[src/rtl/ppp_pkg.sv]
// shared types and constants for the perspective point projector
// no dependencies; used by every module of the block
package ppp_pkg;

   localparam int QUEUE_DEPTH = 4;
   localparam int QBITS       = 17;
   localparam int NUM_WIDTH   = 64;
   localparam int DEN_WIDTH   = 46;
   localparam int CAM_WIDTH   = 38;
   localparam int CSR_WIDTH   = 48;
   localparam int CSR_IDX_W   = 4;

   localparam logic [CSR_IDX_W-1:0] REG_ROT_ROW0     = 4'd0;
   localparam logic [CSR_IDX_W-1:0] REG_ROT_ROW1     = 4'd1;
   localparam logic [CSR_IDX_W-1:0] REG_ROT_ROW2     = 4'd2;
   localparam logic [CSR_IDX_W-1:0] REG_TRANS_X      = 4'd3;
   localparam logic [CSR_IDX_W-1:0] REG_TRANS_Y      = 4'd4;
   localparam logic [CSR_IDX_W-1:0] REG_TRANS_Z      = 4'd5;
   localparam logic [CSR_IDX_W-1:0] REG_FOCAL_LENGTH = 4'd6;
   localparam logic [CSR_IDX_W-1:0] REG_IMAGE_SIZE   = 4'd7;

   localparam logic [47:0] ROT_ROW0_RST = 48'd16384;
   localparam logic [47:0] ROT_ROW1_RST = 48'd1073741824;
   localparam logic [47:0] ROT_ROW2_RST = 48'd70368744177664;
   localparam logic [23:0] FOCAL_RST    = 24'd131072;
   localparam logic [31:0] IMAGE_RST    = 32'd31457920;

   typedef struct packed {
      logic signed [31:0] world_x;
      logic signed [31:0] world_y;
      logic signed [31:0] world_z;
   } req_type;

   typedef struct packed {
      logic signed [15:0] pixel_col;
      logic signed [15:0] pixel_row;
      logic               saturated;
      logic               zero_depth;
   } rsp_type;

   typedef struct packed {
      logic [47:0]        rot_row0;
      logic [47:0]        rot_row1;
      logic [47:0]        rot_row2;
      logic signed [31:0] trans_x;
      logic signed [31:0] trans_y;
      logic signed [31:0] trans_z;
      logic [23:0]        focal;
      logic signed [16:0] cx;
      logic signed [16:0] base_row;
   } cfg_type;

   // numerators and denominator of one vertex, handed from front to back
   typedef struct packed {
      logic                         zero;
      logic signed [NUM_WIDTH-1:0]  nc;
      logic signed [NUM_WIDTH-1:0]  nr;
      logic signed [DEN_WIDTH-1:0]  d;
   } qent_type;

   typedef struct packed {
      logic empty;
      logic full;
   } qstat_type;

endpackage

[src/rtl/ppp_queue.sv]
// short queue that decouples the front end from the divider back end
// depends on ppp_pkg
module ppp_queue #(
   parameter int DEPTH = ppp_pkg::QUEUE_DEPTH
) (
   input  logic                clock,
   input  logic                reset,
   input  logic                push,
   input  ppp_pkg::qent_type   push_data,
   input  logic                pop,
   output ppp_pkg::qent_type   pop_data,
   output ppp_pkg::qstat_type  qstat
);

   localparam int PW = (DEPTH > 1) ? $clog2(DEPTH) : 1;
   localparam int CNTW = $clog2(DEPTH + 1);

   ppp_pkg::qent_type mem_ff [DEPTH];
   logic [PW-1:0] wr_ff, rd_ff, wr_in, rd_in;
   logic [CNTW-1:0] cnt_ff, cnt_in;

   assign wr_in = (wr_ff == PW'(DEPTH - 1)) ? '0 : wr_ff + 1'b1;
   assign rd_in = (rd_ff == PW'(DEPTH - 1)) ? '0 : rd_ff + 1'b1;

   always_comb begin
      cnt_in = cnt_ff;
      if (push && !pop) cnt_in = cnt_ff + 1'b1;
      else if (pop && !push) cnt_in = cnt_ff - 1'b1;
   end

   always_ff @(posedge clock) begin
      if (reset) begin
         wr_ff  <= '0;
         rd_ff  <= '0;
         cnt_ff <= '0;
      end else begin
         if (push) wr_ff <= wr_in;
         if (pop) rd_ff <= rd_in;
         cnt_ff <= cnt_in;
      end
   end

   always_ff @(posedge clock) begin
      if (push) mem_ff[wr_ff] <= push_data;
   end

   assign pop_data    = mem_ff[rd_ff];
   assign qstat.empty = (cnt_ff == '0);
   assign qstat.full  = (cnt_ff == CNTW'(DEPTH));

   a_no_overflow: assert property (@(posedge clock) disable iff (reset)
      qstat.full |-> !push || pop)
      else $error("queue push while full");
   a_no_underflow: assert property (@(posedge clock) disable iff (reset)
      pop |-> !qstat.empty)
      else $error("queue pop while empty");
   a_count_bound: assert property (@(posedge clock) disable iff (reset)
      cnt_ff <= CNTW'(DEPTH))
      else $error("queue count beyond depth");

endmodule

[config.mk]
export PLATFORM = sky130hd
export DESIGN_NAME = ppp_queue
export DESIGN_NICKNAME = d
export VERILOG_FILES = /design/src/rtl/ppp_pkg.sv /design/src/rtl/ppp_queue.sv
export SDC_FILE = /design/constraint.sdc
export NUM_CORES = 1
export LEC_CHECK = 0
export ABC_AREA = 1
export BUFFER_PORTS_ARGS = -buffer_cell sky130_fd_sc_hd__buf_2
export CORE_MARGIN = 5
export CORE_UTILIZATION = 55
export CTS_CLUSTER_DIAMETER = 100
export DETAILED_ROUTE_END_ITERATION = 16
export HOLD_SLACK_MARGIN = 0.02
export PLACE_DENSITY_LB_ADDON = 0.15
export SLEW_MARGIN = 20
export SYNTH_ARGS = -nofsm -noshare
export SYNTH_HDL_FRONTEND = slang
export SYNTH_SLANG_ARGS = --single-unit
[constraint.sdc]
create_clock -name clock -period 7.9 [get_ports clock]
set_clock_uncertainty 0.15 [all_clocks]
set_input_delay 0.79 -clock clock [delete_from_list [all_inputs] [get_ports clock]]
set_output_delay 0.79 -clock clock [all_outputs]
set_load 0.05 [all_outputs]
==> flow_summary.ini, run 1 <==
[run_status]
outcome = finished, final reports clean

[synth]
yosys.area.top_type = edfxtp_1
synth_top_area_share = 0.796
yosysSeqAreaShare = 0.803
ys_warn_count = 0
synth_mux_area_frac = 0
synth_fa_ha_area_frac = 0.00360
netlist_area_um2 = 26400
synth_top_family_by_area = compound AO/OA/AOI/OAI gates
ys_ff_latch = 709
synth_compound_area_frac = 0.109
synth_area_leaders = edfxtp_1 (80%), nor2_1 (5.1%), o21ai_0 (4.5%), o22ai_1 (4.1%), o21ai_1 (2.2%)
synth-xor-area-share = 0.000332
yosys.cell_types.count = 24
synth_cells = 1751
syn-num-nets = 1937
syn_avg_cell_area_um2 = 15.1
yosys.area_share.simple = 0.0532

[route]
drt_wl_total_um = 58000
vias_per_cell = 5.65
via_count = 15600
drt_first_pass_iters = 6
dr.first_iter.drc_count = 1033
ant_nets = 0
drc = 0
wl_per_cell_um = 21.1

[sta]
setup-tns-final_ns = 0
hold_viol = 0
slew_headroom = 0.265
drv_slew = 0
rsz0062_at_grt = false
setup_violations = 0
worst_pin_slew_ns = 1.10
max_freq_mhz = 212
timing.hold.ws_ns = 0.257
period_minus_slack_ns = 4.71
min_period_over_period = 0.596

[worst_setup_path]
endpoint_kind = output port
r2r_start = wr_ff[0]
path_class = reg2out
critPathCapture = pop_data[117]
cp_data_arrival_time_ns = 3.77
cp.required_ns = 6.96
r2r_cells = 4
start_kind = flip-flop
worst-path-max-fanout = 179
reg2reg_slack_ns = 5.06
reg2reg_to = mem_ff[3][169]

[global_route]
grt_max_degree = 180
gr-usage-all-layers = 0.215
grt_pass1_vias = 14900
antenna_found_initial = 16
grt_first_pass_wirelength_um = 87900
grt_overflow = 0

[hold_path]
min_path_type = in2reg

[clock_tree]
cts_sinks = 709
clockBufferDepth = 3
ctsResizeCount = 0
clock_latency_ns = 0.59
cts_root_buf = clkbuf_16
cts_made_buffers = 70
htreeDepth = 3
cts_hold_buf = 0
cts.clk_slew.worst_paths_ns = 0.06
post_cts_buffers = 0
tritoncts = built

[floorplanning]
die_area_um2 = 52500
ios = 356
die_w_um = 229
core_um2 = 47600
rows = 80
initial_core_util = 0.554
die_h_um = 229

[placement]
place_hpwl_um = 31800
place.gp.congestion = 0.748
dp_cells = 2620
io_buffers = 355

[layout]
layout-drive-gt1-share = 0.218
instances_no_fill = 2752
syn2layout_area_growth_pct = 15.3
final_net_count = 2263
final_cell_mix = edfxtp_1 (700), nor2_1 (358), buf_2 (355), o21ai_0 (238), o22ai_1 (175)
layout_commonest_cell = edfxtp_1

[pwr]
vdd_drop_max_mv = 0.194
p_per_area_nw_per_um2 = 281
leakage_uw = 0.0105

[flow_run]
maxCapViolations = 0
## flip-flops by register name, summed over array words and instances, names as in the netlist, named ones only
signal,count
mem_ff,700
cnt_ff,3
rd_ff,2
wr_ff,2
## metrics by stage
stage / util / setup slack [ns] / power, uW / instance area (um2)
3_5_place_dp: 0.596 / 3.82 / 5630 / 28400
4_1_cts: 0.639 / 3.16 / 8630 / 30400
2_1_floorplan: - / 3.03 / 5300 / 26400
3_3_place_gp: 0.596 / 3.85 / 5610 / 28400
6_report: 0.639 / 3.19 / 8550 / 30500
5_1_grt: 0.639 / 2.88 / 8870 / 30400
## worst min-delay path by stage
stage / depth (start not counted) / to / start
after detailed placement: 2 / flip-flop / rd_ff[0]
after global placement: 2 / wr_ff[1] / wr_ff[1]
after global routing: 1 / mem_ff[0][0] / push_data[0]
final: 1 / mem_ff[1][7] / push_data[7]
after CTS: 1 / mem_ff[3][118] / push_data[118]
after floorplan: 2 / wr_ff[1] / wr_ff[1]
## cells by family (layout without fill, tap and decap cells)
logic type | after synthesis | after routing
DFF | 709 | 709
AOI/OAI and AO/OA | 531 | 531
and+or+nand+nor | 372 | 372
buffers and inverters | 131 | 508
adders and majority gates | 7 | 7
xor gates and xnor gates | 1 | 1
other | 0 | 9
## layout make-up
class / instances / area (um2)
flip-flops and latches: 709 / 21200
fillers: 3442 / 17200
multi-input cells: 911 / 4390
repair buffers: 369 / 1920
clock buffers: 95 / 1890
well taps: 615 / 769
clock inverters: 28 / 171
inverters: 16 / 95.1
diodes: 9 / 22.5
## worst max-delay path: stages (launching register included)
cell	delay [ns]
dfxtp_4	0.93
clkinv_8	0.76
buf_4	0.68
o21ai_0	0.27
o22ai_1	0.13
buf_2	0.23
## cell usage after synthesis
master / instances
fa_1: 1
clkbuf_2: 10
buf_8: 2
nor2_1: 358
buf_4: 4
ha_1: 6
o21ai_1: 115
inv_2: 1
clkbuf_1: 53
edfxtp_1: 700
inv_1: 14
buf_6: 32
o21ai_0: 238
xor2_1: 1
buf_12: 1
nand3_1: 1
nand2_1: 8
inv_8: 1
dfxtp_1: 9
buf_2: 13
o22ai_1: 175
nand4_1: 1
a21oi_1: 3
nor3_1: 4
## power breakdown
group	switching, uW	internal, uW	leakage (uW)
clock	1300	1710	0.000998
combinational	938	248	0.00304
sequential	50.6	4310	0.00651
total	2290	6260	0.0105
## layer usage
| metal | routed length [um] | vias to the layer above | track usage | part of all wire |
|---|---|---|---|---|
| li1 | - | 7306 | - | - |
| met1 | 24000 | 7733 | 0.291 | 0.41 |
| met2 | 28000 | 403 | 0.343 | 0.48 |
| met3 | 4580 | 93 | 0.0638 | 0.079 |
| met4 | 1180 | 22 | 0.0631 | 0.020 |
| met5 | 145 | - | 0 | 0.0025 |
No activity file was read; power rests on OpenSTA's default activity.
==> run 2, diff against run 1 <==
- ABC_AREA: 1 -> 0
- clock period: 7.9 -> 4.5 ns (I/O delays scaled with it)
==> run 2 against run 1 <==
  * Register-to-register slack got worse by 2.9 ns
  * Routed wire length is 9.5% lower
  * First-iteration DRC count shrank 24%
  * Sequential power is 75% higher
==> flow_summary.ini, run 2 <==
[route]
wl_per_cell_um = 23.8
drt_first_pass_iters = 5
vias_per_cell = 5.50
dr.first_iter.drc_count = 787
ant_nets = 0
via_count = 12100
drt_wl_total_um = 52400
drc = 0

[synth]
synth_cells = 958
syn_avg_cell_area_um2 = 26.8
syn-num-nets = 1144
synth_top_area_share = 0.817
netlist_area_um2 = 25700
yosys.cell_types.count = 21
yosysSeqAreaShare = 0.824
synth-edff-count = 700
ys.flop_type = edfxtp_1
yosysMostFrequentCell = edfxtp_1
ys_ff_latch = 709
ys_warn_count = 0
synth_area_leaders = edfxtp_1 (82%), mux4_2 (15%), buf_6 (0.74%), dfxtp_1 (0.70%), buf_2 (0.31%)
async_reset_ff_frac = 0
synth_top_cells_by_count = edfxtp_1 (700), mux4_2 (175), buf_6 (17), buf_2 (16), dfxtp_1 (9)
yosys.area.top_type = edfxtp_1

[global_route]
gr-usage-all-layers = 0.205
grt_pass1_vias = 12800
grt_first_pass_wirelength_um = 78300
grt_overflow = 0
antenna_found_initial = 3
grt_max_degree = 74

[layout]
syn2layout_area_growth_pct = 25.1
layout_commonest_cell = edfxtp_1
layout-drive-gt1-share = 0.406
largest_register_ffs = 700
instances_no_fill = 2201
final_net_count = 1730
reg_top3 = mem_ff: 700 flops, cnt_ff: 3 flops
final_cell_mix = edfxtp_1 (700), buf_2 (355), dlygate4sd3_1 (176), mux4_2 (175), clkbuf_16 (73)
finalInstanceArea_um2 = 32200
top_register = mem_ff

[hold_path]
hold_depth = 3
hold_start = pop
min_path_type = in2reg
min_to = rd_ff[1]

[floorplanning]
initial_core_util = 0.555
rows = 79
ios = 356
die_area_um2 = 51200
die_w_um = 226
die_h_um = 226
core_um2 = 46400

[worst_setup_path]
endpoint_kind = output port
path_class = reg2out
worst-path-max-fanout = 45
cp_data_arrival_time_ns = 2.63
start_kind = flip-flop
r2r_start = wr_ff[0]
reg2reg_to = mem_ff[0][17]
cp.required_ns = 3.90
reg2reg_slack_ns = 2.15
r2r_cells = 4

[sta]
setup_violations = 0
max_freq_mhz = 309
period_minus_slack_ns = 3.23
hold_viol = 0
min_period_over_period = 0.718
worst_pin_slew_ns = 0.853
rsz0062_at_grt = false
slew_headroom = 0.431
setup-tns-final_ns = 0
drv_slew = 0

[pwr]
vdd_drop_max_mv = 0.437
p_per_area_nw_per_um2 = 468
power_uw = 15100
leakage_uw = 0.0109

[clock_tree]
cts_made_buffers = 71
htreeDepth = 3
cts_sinks = 709
clock_latency_ns = 0.58
tritoncts = built
ctsResizeCount = 0
cts_root_buf = clkbuf_16
cts.clk_slew.worst_paths_ns = 0.06
clockBufferDepth = 3

[run_status]
outcome = finished, final reports clean

[placement]
place_hpwl_um = 31800
io_buffers = 355
place.gp.congestion = 0.737
dp_cells = 1902
dpl_cell_area_um2 = 28300

[flow_run]
maxCapViolations = 0
-- run 2: how the worst max path moves through the flow --
stage	from	end	slack [ns]	depth (start not counted)
3_5_place_dp	flip-flop	pop_data[29]	1.76	3
6_report	flip-flop	pop_data[14]	1.27	3
2_1_floorplan	wr_ff[0]	mem_ff[3][0]	1.21	2
4_1_cts	flip-flop	pop_data[29]	1.11	3
3_3_place_gp	flip-flop	pop_data[29]	1.77	3
5_1_grt	flip-flop	pop_data[64]	1.05	3
-- run 2: cell families after synthesis --
| kind of cell | Yosys count | share of synthesized area |
|---|---|---|
| xor gates and xnor gates | 2 | 0.000681 |
| AOI/OAI and AO/OA | 3 | 0.000584 |
| adders and majority gates | 7 | 0.00370 |
| buffers and inverters | 43 | 0.0127 |
| DFF | 709 | 0.824 |
| muxes | 179 | 0.155 |
| and+or+nand+nor | 15 | 0.00302 |
-- run 2: layout make-up --
cell class | instances | area (um2)
Multi-Input combinational cell | 206 | 4200
Clock buffer | 96 | 1930
Tap cell | 607 | 759
Sequential cell | 709 | 21200
Timing Repair Buffer | 552 | 3880
Inverter | 4 | 15.0
Fill cell | 2800 | 14200
Antenna cell | 2 | 5.00
Clock inverter | 25 | 161
-- run 2: critical path, stage by stage, from the launching register on --
cell	delay [ns]
dfxtp_4	0.76
buf_12	0.40
mux4_2	0.58
buf_2	0.23
-- run 2: per-layer routing --
layer | wire [um] | GRT usage | vias up
met3 | 4070 | 0.0547 | 77
met4 | 1180 | 0.0600 | 2
met5 | 7 | 0 | -
met2 | 26300 | 0.330 | 417
met1 | 20900 | 0.282 | 6281
li1 | - | - | 5337
-- run 2: through the flow --
stage / setup WS, ns / hold WS (ns) / utilization
floorplan: 1.21 / 0.310 / -
global placement: 1.77 / 0.338 / 0.610
detailed placement: 1.76 / 0.356 / 0.610
CTS: 1.11 / 0.0233 / 0.694
global route: 1.05 / 0.0819 / 0.694
finish: 1.27 / 0.0658 / 0.694
-- run 2: repair_timing --
action                                 4_1_cts  5_1_grt
hold buffers                               176        0
endpoints found under the hold margin      709        0
setup buffers                                0        0
-- run 2: power by group --
part | internal [uW] | total, uW | switching (uW) | leakage [uW]
Combinational | 643 | 2010 | 1370 | 0.00339
Sequential | 7570 | 7650 | 82.3 | 0.00650
Clock | 3110 | 5390 | 2280 | 0.00103
Total | 11300 | 15100 | 3730 | 0.0109
==> run 3, diff against run 2 <==
- CORE_UTILIZATION: 55 -> 51
- clock period: 4.5 -> 2.9 ns (I/O delays scaled with it)
==> run 3 against run 2 <==
  * Utilization is 4.4 points lower
  * Critical endpoint is now pop_data[138]
  * Largest cell class unchanged
  * Critical path type unchanged
  * Setup slack worse by 1.1 ns
  * Sequential power is 56% higher
==> flow_summary.ini, run 3 (same netlist as run 2, synthesis figures left out) <==
[placement]
io_buffers = 355
place.gp.congestion = 0.744
place_hpwl_um = 32100
dpl_cell_area_um2 = 28600

[layout]
largest_register_ffs = 700
layout_commonest_cell = edfxtp_1
final_cell_mix = edfxtp_1 (700), buf_2 (355), dlygate4sd3_1 (178), mux4_2 (175), clkbuf_16 (73)
top_register = mem_ff
fill_cells = 3358
reg_top3 = mem_ff: 700 flops, cnt_ff: 3 flops
final_net_count = 1747
finalInstanceArea_um2 = 32600
layout-drive-gt1-share = 0.413
syn2layout_area_growth_pct = 26.6

[worst_setup_path]
cpMaxStageDelayCell = mux4_2
endpoint_kind = output port
max_stage_delay_ns = 0.57
start_kind = flip-flop
r2r_cells = 3
worst-path-max-fanout = 20
cp_cell_sequence = buf_4 > mux4_2 > buf_2
path_class = reg2out
cp.required_ns = 2.46
cp.depth = 3
cp_data_arrival_time_ns = 2.27
critPathBufInv = 2
crit_family = buffers and inverters

[pwr]
switchingPower_uw = 5820
seqPwrFrac = 0.504
power.internal_uw = 17700
vdd_drop_max_mv = 0.676
p_per_area_nw_per_um2 = 723
p_clk_frac = 0.363
combPwrFrac = 0.134
switching_share = 0.247
leakage_uw = 0.0111

[sta]
min_period_over_period = 0.933
slew_headroom = 0.553
hold_viol = 0
rsz0062_at_grt = false
setup-tns-final_ns = 0
max_freq_mhz = 369
drv_slew = 0
worst_pin_slew_ns = 0.670
setup_violations = 0
period_minus_slack_ns = 2.71

[global_route]
grt_max_degree = 67
use_met1 = 0.255
grt_util_met2 = 0.307
gr-usage-all-layers = 0.189
grt_pass1_vias = 13000
use_met3 = 0.0461
grt_overflow = 0
grt_first_pass_wirelength_um = 78000
grt_busiest_layer = met2
antenna_found_initial = 3

[route]
via_count = 12200
drt_wl_total_um = 51800
drc = 0
ant_nets = 0
drt_first_pass_iters = 6
vias_per_cell = 5.34
wl_per_cell_um = 22.6
dr.first_iter.drc_count = 655

[hold_path]
min_path_type = in2reg
hold_depth = 2

[clock_tree]
cts_made_buffers = 70
cts_root_buf = clkbuf_16
clockBufferDepth = 3
htreeDepth = 3
cts.clk_slew.worst_paths_ns = 0.06
tritoncts = built
post_cts_buffers = 0
clock_latency_ns = 0.58
cts_sinks = 709

[floorplanning]
die_h_um = 235
core_um2 = 50100
die_w_um = 235
rows = 82
ios = 356
die_area_um2 = 55000
initial_core_util = 0.514

[flow_run]
maxCapViolations = 0

[run_status]
outcome = finished, final reports clean
==> run 3: repair_timing <==
item                       CTS  global route
gates resized for setup      0             1
hold buffers               178             0
hold endpoints to repair   709             0
setup endpoints to repair    0            18
==> run 3: stage by stage <==
step,utilization,hold WS (ns),worst slack [ns],total power (uW),std cells
after floorplan,-,0.209,0.521,14200,958
after global placement,0.571,0.340,0.694,15000,1983
after detailed placement,0.571,0.352,0.693,15100,1983
after CTS,0.650,0.252,0.0441,23800,2286
after global routing,0.650,0.284,0.0278,24400,2289
final,0.650,0.303,0.193,23500,2289
==> run 3: final timing paths <==
check	start	to	slack, ns
worst min-delay path	push_data[60]	mem_ff[0][60]	0.30
worst max register to register	wr_ff[0]	mem_ff[3][136]	0.92
worst max-delay path	flip-flop	pop_data[138]	0.19
worst min register to register	cnt_ff[2]	cnt_ff[2]	0.36
==> run 3: cell type report <==
class	count	area, um2	share of cell area
clock buffers	87	1880	0.0577
inverters	4	15.0	0.000461
flip-flops and latches	709	21200	0.652
well taps	672	841	0.0258
clock inverters	38	289	0.00888
multi-input cells	206	4200	0.129
repair buffers	570	4120	0.126
diodes	3	7.51	0.000231
==> run 3: power by group through the flow <==
stage / clock network [uW] / logic, uW / registers (uW)
finish: 8540 / 3150 / 11900
floorplan: 0 / 2140 / 12000
detailed placement: 0 / 2990 / 12100
CTS: 8770 / 3200 / 11900
global route: 9200 / 3320 / 11900
global placement: 0 / 2980 / 12100
==> run 3: routing by layer <==
layer | part of all wire | up-vias
met4 | 0.028 | 0
li1 | - | 5389
met5 | 0 | -
met2 | 0.50 | 336
met1 | 0.41 | 6404
met3 | 0.062 | 87
